## src/design/shs_pkg.sv

```systemverilog
// Shared types, constants and the half-step coil table for the stepper sequencer.
package shs_pkg;

  localparam int unsigned TICK_W  = 20;
  localparam int unsigned RATE_W  = 16;
  localparam int unsigned COUNT_W = 16;
  localparam int unsigned HOLD_W  = 16;
  localparam int unsigned COIL_W  = 4;
  localparam int unsigned PHASE_W = 3;
  localparam int unsigned OP_W    = 2;
  localparam int unsigned CFG_IDX_W = 2;

  localparam logic [OP_W-1:0] OP_TICK = 2'd0;
  localparam logic [OP_W-1:0] OP_MOVE = 2'd1;
  localparam logic [OP_W-1:0] OP_STOP = 2'd2;

  localparam logic [CFG_IDX_W-1:0] CFG_TICK_RATE = 2'd0;
  localparam logic [CFG_IDX_W-1:0] CFG_RATE_MIN  = 2'd1;
  localparam logic [CFG_IDX_W-1:0] CFG_RATE_MAX  = 2'd2;

  localparam logic [TICK_W-1:0] TICK_RATE_RST = 20'd250000;
  localparam logic [RATE_W-1:0] RATE_MIN_RST  = 16'd1;
  localparam logic [RATE_W-1:0] RATE_MAX_RST  = 16'd1000;

  localparam logic [HOLD_W-1:0] HOLD_MAX = {HOLD_W{1'b1}};

  typedef struct packed {
    logic busy;
    logic done;
  } shs_div_stat_t;

  function automatic logic [COIL_W-1:0] phase_coils(input logic [PHASE_W-1:0] phase);
    logic [COIL_W-1:0] pat;
    case (phase)
      3'd0:    pat = 4'd1;
      3'd1:    pat = 4'd3;
      3'd2:    pat = 4'd2;
      3'd3:    pat = 4'd6;
      3'd4:    pat = 4'd4;
      3'd5:    pat = 4'd12;
      3'd6:    pat = 4'd8;
      3'd7:    pat = 4'd9;
      default: pat = 4'd0;
    endcase
    return pat;
  endfunction

endpackage

```

## src/design/shs_div.sv

```systemverilog
// Bit-serial restoring divider, one quotient bit per cycle.
module shs_div import shs_pkg::*; #(
  parameter int unsigned DVD_W = TICK_W,
  parameter int unsigned DVS_W = RATE_W
) (
  input  logic             clk_i,
  input  logic             rst_ni,
  input  logic             start_i,
  input  logic [DVD_W-1:0] dividend_i,
  input  logic [DVS_W-1:0] divisor_i,
  output shs_div_stat_t    stat_o,
  output logic [DVD_W-1:0] quot_o
);

  localparam int unsigned CNT_W = (DVD_W > 1) ? $clog2(DVD_W) : 1;

  logic [DVD_W-1:0] dvd_q;
  logic [DVS_W-1:0] dvs_q;
  logic [DVS_W-1:0] rem_q;
  logic [DVS_W-1:0] rem_d;
  logic [CNT_W-1:0] cnt_q;
  logic             busy_q;
  logic             done_q;
  logic [DVS_W:0]   rem_sh;
  logic [DVS_W:0]   diff;
  logic             qbit;

  assign rem_sh = {rem_q, dvd_q[DVD_W-1]};
  assign diff   = rem_sh - {1'b0, dvs_q};
  assign qbit   = ~diff[DVS_W];
  assign rem_d  = qbit ? diff[DVS_W-1:0] : rem_sh[DVS_W-1:0];

  always_ff @(posedge clk_i or negedge rst_ni) begin
    if (!rst_ni) begin
      cnt_q  <= '0;
      busy_q <= 1'b0;
      done_q <= 1'b0;
    end else if (start_i) begin
      cnt_q  <= CNT_W'(DVD_W - 1);
      busy_q <= 1'b1;
      done_q <= 1'b0;
    end else if (busy_q) begin
      if (cnt_q == '0) begin
        busy_q <= 1'b0;
        done_q <= 1'b1;
      end else begin
        cnt_q <= cnt_q - 1'b1;
      end
    end else begin
      done_q <= 1'b0;
    end
  end

  always_ff @(posedge clk_i) begin
    if (start_i) begin
      dvd_q <= dividend_i;
      dvs_q <= divisor_i;
      rem_q <= '0;
    end else if (busy_q) begin
      dvd_q <= {dvd_q[DVD_W-2:0], qbit};
      rem_q <= rem_d;
    end
  end

  assign stat_o.busy = busy_q;
  assign stat_o.done = done_q;
  assign quot_o      = dvd_q;

endmodule

```

## src/design/stepper_half_step_sequencer.sv

```systemverilog
// Half-step sequencer top level: command decode, phase walk and result register.
// A tick, stop or ignored command goes from idle to the execute state, which
// registers its result once the output is free. A move from idle first passes through
// the divide state, where the bit-serial divider forms the hold period, one quotient bit per cycle.
// Commands are taken only while idle, so a new one waits until the last result is registered.
// Reset (async, active low) restores the register defaults and turns all coils off.
module stepper_half_step_sequencer import shs_pkg::*; (
  input  logic                 clk_i,
  input  logic                 rst_ni,
  input  logic                 cfg_we_i,
  input  logic [CFG_IDX_W-1:0] cfg_idx_i,
  input  logic [TICK_W-1:0]    cfg_data_i,
  input  logic                 s_axis_tvalid,
  output logic                 s_axis_tready,
  input  logic [31:0]          s_axis_tdata,  // step_count[15:0], step_rate[31:16]
  input  logic [OP_W-1:0]      s_axis_tuser,  // op[1:0]
  output logic                 m_axis_tvalid,
  input  logic                 m_axis_tready,
  output logic [7:0]           m_axis_tdata   // coils[3:0], busy_res[4], done_res[5]
);

  localparam logic [1:0] ST_IDLE = 2'd0;
  localparam logic [1:0] ST_DIV  = 2'd1;
  localparam logic [1:0] ST_EXEC = 2'd2;

  logic [1:0]         state_q;
  logic [TICK_W-1:0]  tick_rate_q;
  logic [RATE_W-1:0]  rate_min_q;
  logic [RATE_W-1:0]  rate_max_q;

  logic [OP_W-1:0]    op_q;
  logic [COUNT_W-1:0] cnt_q;

  logic [COUNT_W-1:0] steps_q;
  logic               reverse_q;
  logic [PHASE_W-1:0] phase_q;
  logic [HOLD_W-1:0]  hold_q;
  logic [HOLD_W-1:0]  tick_q;
  logic               moving_q;
  logic [COIL_W-1:0]  coils_q;

  logic               m_valid_q;
  logic [7:0]         m_data_q;

  logic               accept;
  logic               div_start;
  logic [RATE_W-1:0]  req;
  logic [RATE_W-1:0]  rate_lo;
  logic [RATE_W-1:0]  rate_clamp;
  shs_div_stat_t      div_stat;
  logic [TICK_W-1:0]  quot;
  logic [HOLD_W-1:0]  hold_calc;
  logic               out_free;
  logic               exec_fire;
  logic [PHASE_W-1:0] phase_d;
  logic               neg;

  assign s_axis_tready = (state_q == ST_IDLE);
  assign accept        = s_axis_tvalid & s_axis_tready;
  assign div_start     = accept & (s_axis_tuser == OP_MOVE) & ~moving_q;

  assign req        = s_axis_tdata[31:16];
  assign rate_lo    = (req < rate_min_q) ? rate_min_q : req;
  assign rate_clamp = (rate_lo > rate_max_q) ? rate_max_q : rate_lo;

  shs_div #(
    .DVD_W (TICK_W),
    .DVS_W (RATE_W)
  ) u_div (
    .clk_i      (clk_i),
    .rst_ni     (rst_ni),
    .start_i    (div_start),
    .dividend_i (tick_rate_q),
    .divisor_i  (rate_clamp),
    .stat_o     (div_stat),
    .quot_o     (quot)
  );

  assign hold_calc = (quot == '0) ? '0 :
                     (quot > TICK_W'(HOLD_MAX) + 1'b1) ? HOLD_MAX :
                     HOLD_W'(quot - 1'b1);

  assign out_free  = ~m_valid_q | m_axis_tready;
  assign exec_fire = (state_q == ST_EXEC) & out_free;
  assign phase_d   = reverse_q ? phase_q - 1'b1 : phase_q + 1'b1;
  assign neg       = cnt_q[COUNT_W-1];

  always_ff @(posedge clk_i or negedge rst_ni) begin
    if (!rst_ni) begin
      tick_rate_q <= TICK_RATE_RST;
      rate_min_q  <= RATE_MIN_RST;
      rate_max_q  <= RATE_MAX_RST;
    end else if (cfg_we_i) begin
      case (cfg_idx_i)
        CFG_TICK_RATE: tick_rate_q <= cfg_data_i;
        CFG_RATE_MIN:  rate_min_q  <= cfg_data_i[RATE_W-1:0];
        CFG_RATE_MAX:  rate_max_q  <= cfg_data_i[RATE_W-1:0];
        default: ;
      endcase
    end
  end

  always_ff @(posedge clk_i) begin
    if (accept) begin
      op_q  <= s_axis_tuser;
      cnt_q <= s_axis_tdata[COUNT_W-1:0];
    end
  end

  always_ff @(posedge clk_i or negedge rst_ni) begin
    if (!rst_ni) begin
      state_q <= ST_IDLE;
    end else begin
      case (state_q)
        ST_IDLE: begin
          if (accept) state_q <= div_start ? ST_DIV : ST_EXEC;
        end
        ST_DIV: begin
          if (div_stat.done) state_q <= ST_EXEC;
        end
        ST_EXEC: begin
          if (out_free) state_q <= ST_IDLE;
        end
        default: state_q <= ST_IDLE;
      endcase
    end
  end

  always_ff @(posedge clk_i or negedge rst_ni) begin
    if (!rst_ni) begin
      steps_q   <= '0;
      reverse_q <= 1'b0;
      phase_q   <= '0;
      hold_q    <= '0;
      tick_q    <= '0;
      moving_q  <= 1'b0;
      coils_q   <= '0;
      m_valid_q <= 1'b0;
      m_data_q  <= '0;
    end else begin
      if (exec_fire) begin
        m_valid_q <= 1'b1;
        m_data_q  <= {2'b00, 1'b0, moving_q, coils_q};
        case (op_q)
          OP_MOVE: begin
            if (!moving_q) begin
              steps_q   <= neg ? COUNT_W'(~cnt_q + 1'b1) : cnt_q;
              reverse_q <= ~neg & (cnt_q != '0);
              hold_q    <= hold_calc;
              tick_q    <= '0;
              phase_q   <= '0;
              coils_q   <= phase_coils('0);
              moving_q  <= 1'b1;
              m_data_q  <= {2'b00, 1'b0, 1'b1, phase_coils('0)};
            end
          end
          OP_STOP: begin
            moving_q <= 1'b0;
            steps_q  <= '0;
            tick_q   <= '0;
            coils_q  <= '0;
            m_data_q <= '0;
          end
          OP_TICK: begin
            if (moving_q) begin
              if (tick_q >= hold_q) begin
                tick_q <= '0;
                if (steps_q == '0) begin
                  moving_q <= 1'b0;
                  coils_q  <= '0;
                  m_data_q <= {2'b00, 1'b1, 1'b0, {COIL_W{1'b0}}};
                end else begin
                  steps_q  <= steps_q - 1'b1;
                  phase_q  <= phase_d;
                  coils_q  <= phase_coils(phase_d);
                  m_data_q <= {2'b00, 1'b0, 1'b1, phase_coils(phase_d)};
                end
              end else begin
                tick_q <= tick_q + 1'b1;
              end
            end
          end
          default: ;
        endcase
      end else if (m_axis_tready) begin
        m_valid_q <= 1'b0;
      end
    end
  end

  assign m_axis_tvalid = m_valid_q;
  assign m_axis_tdata  = m_data_q;

  a_done_not_busy: assert property (@(posedge clk_i) disable iff (!rst_ni)
    m_valid_q |-> !(m_data_q[5] && m_data_q[4]))
    else $error("done and busy set together");

  a_div_in_div_state: assert property (@(posedge clk_i) disable iff (!rst_ni)
    div_stat.busy |-> state_q == ST_DIV)
    else $error("divider running outside divide state");

  a_idle_coils_off: assert property (@(posedge clk_i) disable iff (!rst_ni)
    !moving_q |-> coils_q == '0)
    else $error("coils energized while idle");

  a_moving_coils_on: assert property (@(posedge clk_i) disable iff (!rst_ni)
    moving_q |-> coils_q != '0)
    else $error("no coil energized during a move");

  a_exec_holds: assert property (@(posedge clk_i) disable iff (!rst_ni)
    (state_q == ST_EXEC && m_valid_q && !m_axis_tready) |=> state_q == ST_EXEC)
    else $error("result dropped while output stalled");

endmodule
```

## config.mk

```make
export PLATFORM = sky130hd
export DESIGN_NAME = stepper_half_step_sequencer
export DESIGN_NICKNAME = d
export VERILOG_FILES = /design/src/design/shs_pkg.sv /design/src/design/shs_div.sv /design/src/design/stepper_half_step_sequencer.sv
export SDC_FILE = /design/constraint.sdc
export NUM_CORES = 1
export LEC_CHECK = 0
export BUFFER_PORTS_ARGS = -buffer_cell sky130_fd_sc_hd__clkbuf_2
export CAP_MARGIN = 20
export CORE_MARGIN = 1.5
export CORE_UTILIZATION = 56
export CTS_CLUSTER_DIAMETER = 100
export CTS_CLUSTER_SIZE = 8
export DETAILED_ROUTE_END_ITERATION = 10
export GPL_TIMING_DRIVEN = 0
export PLACE_DENSITY = 0.77
export REMOVE_ABC_BUFFERS = 1
export SYNTH_ARGS = -nofsm -noshare
export SYNTH_HDL_FRONTEND = slang
export SYNTH_HIERARCHICAL = 1
export SYNTH_SLANG_ARGS = --single-unit
```

## constraint.sdc

```tcl
create_clock -name clk_i -period 4.5 [get_ports clk_i]
set_input_delay 0.9 -clock clk_i [delete_from_list [all_inputs] [get_ports clk_i]]
set_output_delay 0.9 -clock clk_i [all_outputs]
set_load 0.02 [all_outputs]
```

# Word-level counts from Yosys, hierarchy flattened
# Memory sizes are Yosys's and may differ from the RTL's.
# Index checks and enable logic that the tools add are counted.
[totals] rom_bits=64 register_bits=197 output_inout_bits=10 word_cells=137 n_memories=2
[memory_table] memory="(name not given)" words=8 word_bits=4 read_ports=1 rd_ports_with_merged_regs=0 write_ports=0 line_no="shs_pkg.sv:34" text="case (phase)"
[memory_table] memory="(name not given)" words=8 word_bits=4 read_ports=1 rd_ports_with_merged_regs=0 write_ports=0 line_no="shs_pkg.sv:34"
[op_classes] reduce_logical=22 n_bitwise=11 eq_ne=16 add_sub_neg=8 order_cmp=4 muxes=53
[ops] operator="two-way mux 16 bit" count=13
[ops] operator="one-hot mux 16 bit (3 select lines)" count=2
[ops] operator="two-way mux 20 bit" count=2
[ops] operator="adder 16 x 1 -> 16 bit (second input constant)" count=2
[ops] operator="subtractor 16 x 1 -> 16 bit (second input constant)" count=2
[ops] operator="> comparator 20 x 17 -> 1 bit (second input constant)" count=1
[ops] operator="zero test 20 bit" count=1
[ops] operator="two-way mux 4 bit" count=5
[ops] operator="two-way mux 6 bit" count=3
[ops] operator="one-hot mux 6 bit (3 select lines)" count=1
[ops] operator="subtractor 17 x 16 -> 17 bit" count=1
[ops] operator=">= comparator 16 bit" count=1
[ops] operator="> comparator 16 bit" count=1
[ops] operator="zero test 16 bit" count=1
[ops] operator="< comparator 16 bit" count=1
[ops] operator="inverter 16 bit" count=1
[ops] operator="nonzero test 16 bit" count=1
[ops] operator="two-way mux 3 bit" count=5
[ops] operator="two-way mux 5 bit" count=3
[ops] operator="inequality test 2 bit (second input constant)" count=6
[ops] operator="one-hot mux 4 bit (3 select lines)" count=1
[ops] operator="AND reduction 6 bit" count=2
[ops] operator="two-way mux 1 bit" count=11
[ops] operator="AND reduction 2 bit" count=5
[ops] operator="21 further kinds" count=42

# Logic depth before layout (Yosys ltp)
[logic_depth] depth_word=7 mapped_depth=16

# Cells and area by module
# The synthesis kept the hierarchy.
[by_module_without_submodules] mod="stepper_half_step_sequencer" area_each_um2=8190.4 instances=1 cells_each=795
[by_module_without_submodules] mod="shs_div" area_each_um2=3143.0 instances=1 cells_each=286

# Worst setup path before layout
# OpenSTA, ideal clock, no wires.
[synth_path] kind="input-to-reg" start="input s_axis_tdata[31]" end="register u_div.dvs_q[10], data pin" setup_ns=0.260 arrival_ns=4.798 path_slack_ns=-0.558 required_time_ns=4.240 stages=13 cell_sequence="ha_1 and4_1 o2111ai_1 o21ai_1 clkbuf_1 mux2_2 ha_1 and3_1 a221o_1 a221o_1 o21ai_1 buf_2 mux2_2"
[synth_via] elab_chain_len=4
[synth_rtl] item="start, declared" line_no="stepper_half_step_sequencer.sv:15" text="input logic [31:0] s_axis_tdata,"
[synth_rtl] item="< comparator 16 bit" line_no="stepper_half_step_sequencer.sv:63" text="assign rate_lo = (req < rate_min_q) ? rate_min_q : req;"
[synth_rtl] item="two-way mux 16 bit *" line_no="stepper_half_step_sequencer.sv:63"
[synth_rtl] item="> comparator 16 bit" line_no="stepper_half_step_sequencer.sv:64" text="assign rate_clamp = (rate_lo > rate_max_q) ? rate_max_q : rate_lo;"
[synth_rtl] item="two-way mux 16 bit *" line_no="stepper_half_step_sequencer.sv:64"
[synth_rtl] item="net rate_clamp[10]" line_no="stepper_half_step_sequencer.sv:49" text="logic [RATE_W-1:0] rate_clamp;"
[synth_rtl] item="end signal, assigned" line_no="shs_div.sv:57" text="dvs_q <= divisor_i;"
[synth_rtl] item="end, declared" line_no="shs_div.sv:18" text="logic [DVS_W-1:0] dvs_q;"
# The timed path passes the listed nets; every way through them passes the cells marked *.
# A chain may end at the register's enable or synchronous reset.

# Worst setup path in the final report
[layout_path] start="input s_axis_tdata[31]" end="register u_div.dvs_q[13], data pin"
# Same word-level chain as after synthesis.

==> results.json <==
{
  "startpoint": "s_axis_tdata[31]",
  "final.min_clock_period_ps": 4340,
  "via_count": 8400,
  "peakVddDrop_mv": 0.366,
  "grt_pass1_vias": 8281,
  "grt_max_degree": 90,
  "finalCritPeriodShare_pct": 96.4,
  "dp_hpwl_um": 17400,
  "maxSlewViolCount": 0,
  "fp.dieW_um": 145,
  "drive_gt1_share_pct": 22.5,
  "grt_pass1_wl_um": 40800,
  "multi_input_area_um2": 5780,
  "powerDensity_nw_per_um2": 609,
  "finalNonFillerCells": 1418,
  "cp-start-kind": "input pin",
  "synthCells": 1080,
  "drc": 0,
  "hold_ws_ps": 379,
  "p_leak_uw": 0.00547,
  "r2r_slack_ps": 290,
  "timing.rr.start": "rate_min_q[15]",
  "clk_latency_ps": 440,
  "cts_sinks": 195,
  "dieArea_um2": 21100,
  "run_status": "completed",
  "final_common_cell": "dfrtp_1",
  "max_stage_delay_ps": 390,
  "avgSynthCellArea_um2": 10.5,
  "track_usage_pct": 23.8,
  "tns_ps": 0,
  "max_clock_freq_mhz": 231,
  "total_power_uw": 7650,
  "cp.arrival_ps": 4510,
  "antenna_found_initial": 0,
  "synth_warnings": 6,
  "numPortBuffers": 68,
  "cts_tree": "done",
  "gr-total-overflow": 0,
  "dr.pass1.iters": 5,
  "clockBufferDepth": 2,
  "crit_cells": 14,
  "diodes": 0,
  "finalHoldViolations": 0,
  "crit_family": "compound AO/OA/AOI/OAI gates",
  "cp_num_buf_inv": 3,
  "die_h_um": 145,
  "vias_per_cell": 5.92,
  "htree_levels": 4,
  "reg2reg_depth": 14,
  "relSlewSlack_pct": 30.7,
  "num-nets-final": 1276,
  "finalInstanceArea_um2": 12600,
  "dpl_cell_area_um2": 11900,
  "cts.clk_slew.worst_paths_ps": 70,
  "final_cell_mix": "dfrtp_1 (111), mux2_2 (105), nand2_1 (93)",
  "placedCellCount": 1382,
  "synthToLayoutAreaGrowth_pct": 10.9,
  "max_cap_viol_count": 0,
  "criticalPathCategory": "in -> reg",
  "worst_pin_slew_ps": 1030,
  "rr_endpoint": "u_div/dvs_q[13]",
  "initial_utilization_pct": 57.6,
  "drt-wirelength-per-cell_um": 17.2,
  "hp-class": "in -> async",
  "fp.coreArea_um2": 19700,
  "clock-skew-final_ps": 10.3,
  "io_pins": 71,
  "cp_max_fo": 8,
  "drt-total-wl_um": 24300,
  "core.rowCount": 51,
  "cts_buffers": 17,
  "drtIter0Drc": 523,
  "gp_congestion": 0.867,
  "end_kind": "register",
  "syn_area_um2": 11300,
  "rsz0062_at_grt": "false",
  "register_area_um2": 5090,
  "finalSetupViolations": 0,
  "crit_slowest_cell": "a221o_1",
  "path_cells": "clkbuf_2, ha_1, and4_1, o2111ai_1, o21ai_4, buf_6, mux2_2, ha_1, and3_1, a221o_1, a221o_1, o21ai_4, buf_4, mux2_2",
  "worstPathRequired_ps": 4670,
  "n_fill_cell": 1575,
  "ant_nets": 0,
  "crit_end": "u_div/dvs_q[13]",
  "root_buffer": "clkbuf_16"
}
[how the worst min path moves through the flow]
stage                         start              end  cells after the start  slack (ps)
floorplan           u_div/rem_q[10]  u_div/rem_q[10]                      2         450
global placement         coils_q[3]       coils_q[3]                      1         460
detailed placement       coils_q[3]       coils_q[3]                      1         470
CTS                          rst_ni    rate_min_q[4]                      1         380
global route                 rst_ni    rate_min_q[1]                      1         390
finish                       rst_ni    rate_min_q[4]                      1         380
[repair_timing]
action,CTS,global route
pin swaps,1,1
endpoints found under the setup margin,16,8
setup buffers,1,2
gates resized for setup,4,0
hold buffers,0,0
[per-stage QoR]
| stage | utilization (%) | worst slack (ps) |
|---|---|---|
| 2_1_floorplan | - | -812 |
| 3_5_place_dp | 60.7 | -1300 |
| 6_report | 63.9 | 164 |
| 3_3_place_gp | 60.1 | -1790 |
| 4_1_cts | 63.8 | 2.72 |
| 5_1_grt | 63.9 | 74.0 |
[per-layer routing]
metal  global-route usage (%)  part of all wire (%)
met5                        0                     0
met4                     7.19                   1.7
met3                     4.56                   4.4
met2                     39.2                    48
met1                     31.8                    46
[final cells by class]
cell class / instances / area share, %
clock inverters: 13 / 0.936
well taps: 265 / 2.64
multi-input cells: 765 / 46.0
clock buffers: 19 / 3.70
inverters: 82 / 2.45
flip-flops and latches: 195 / 40.5
repair buffers: 79 / 3.79
[power by group]
group	switching [uW]	leakage, uW	internal (uW)
combinational	1730	0.00299	1420
sequential	507	0.00219	2470
clock	697	0.000296	820
total	2940	0.00547	4710
Note: power is estimated with default switching activity, not from simulation.
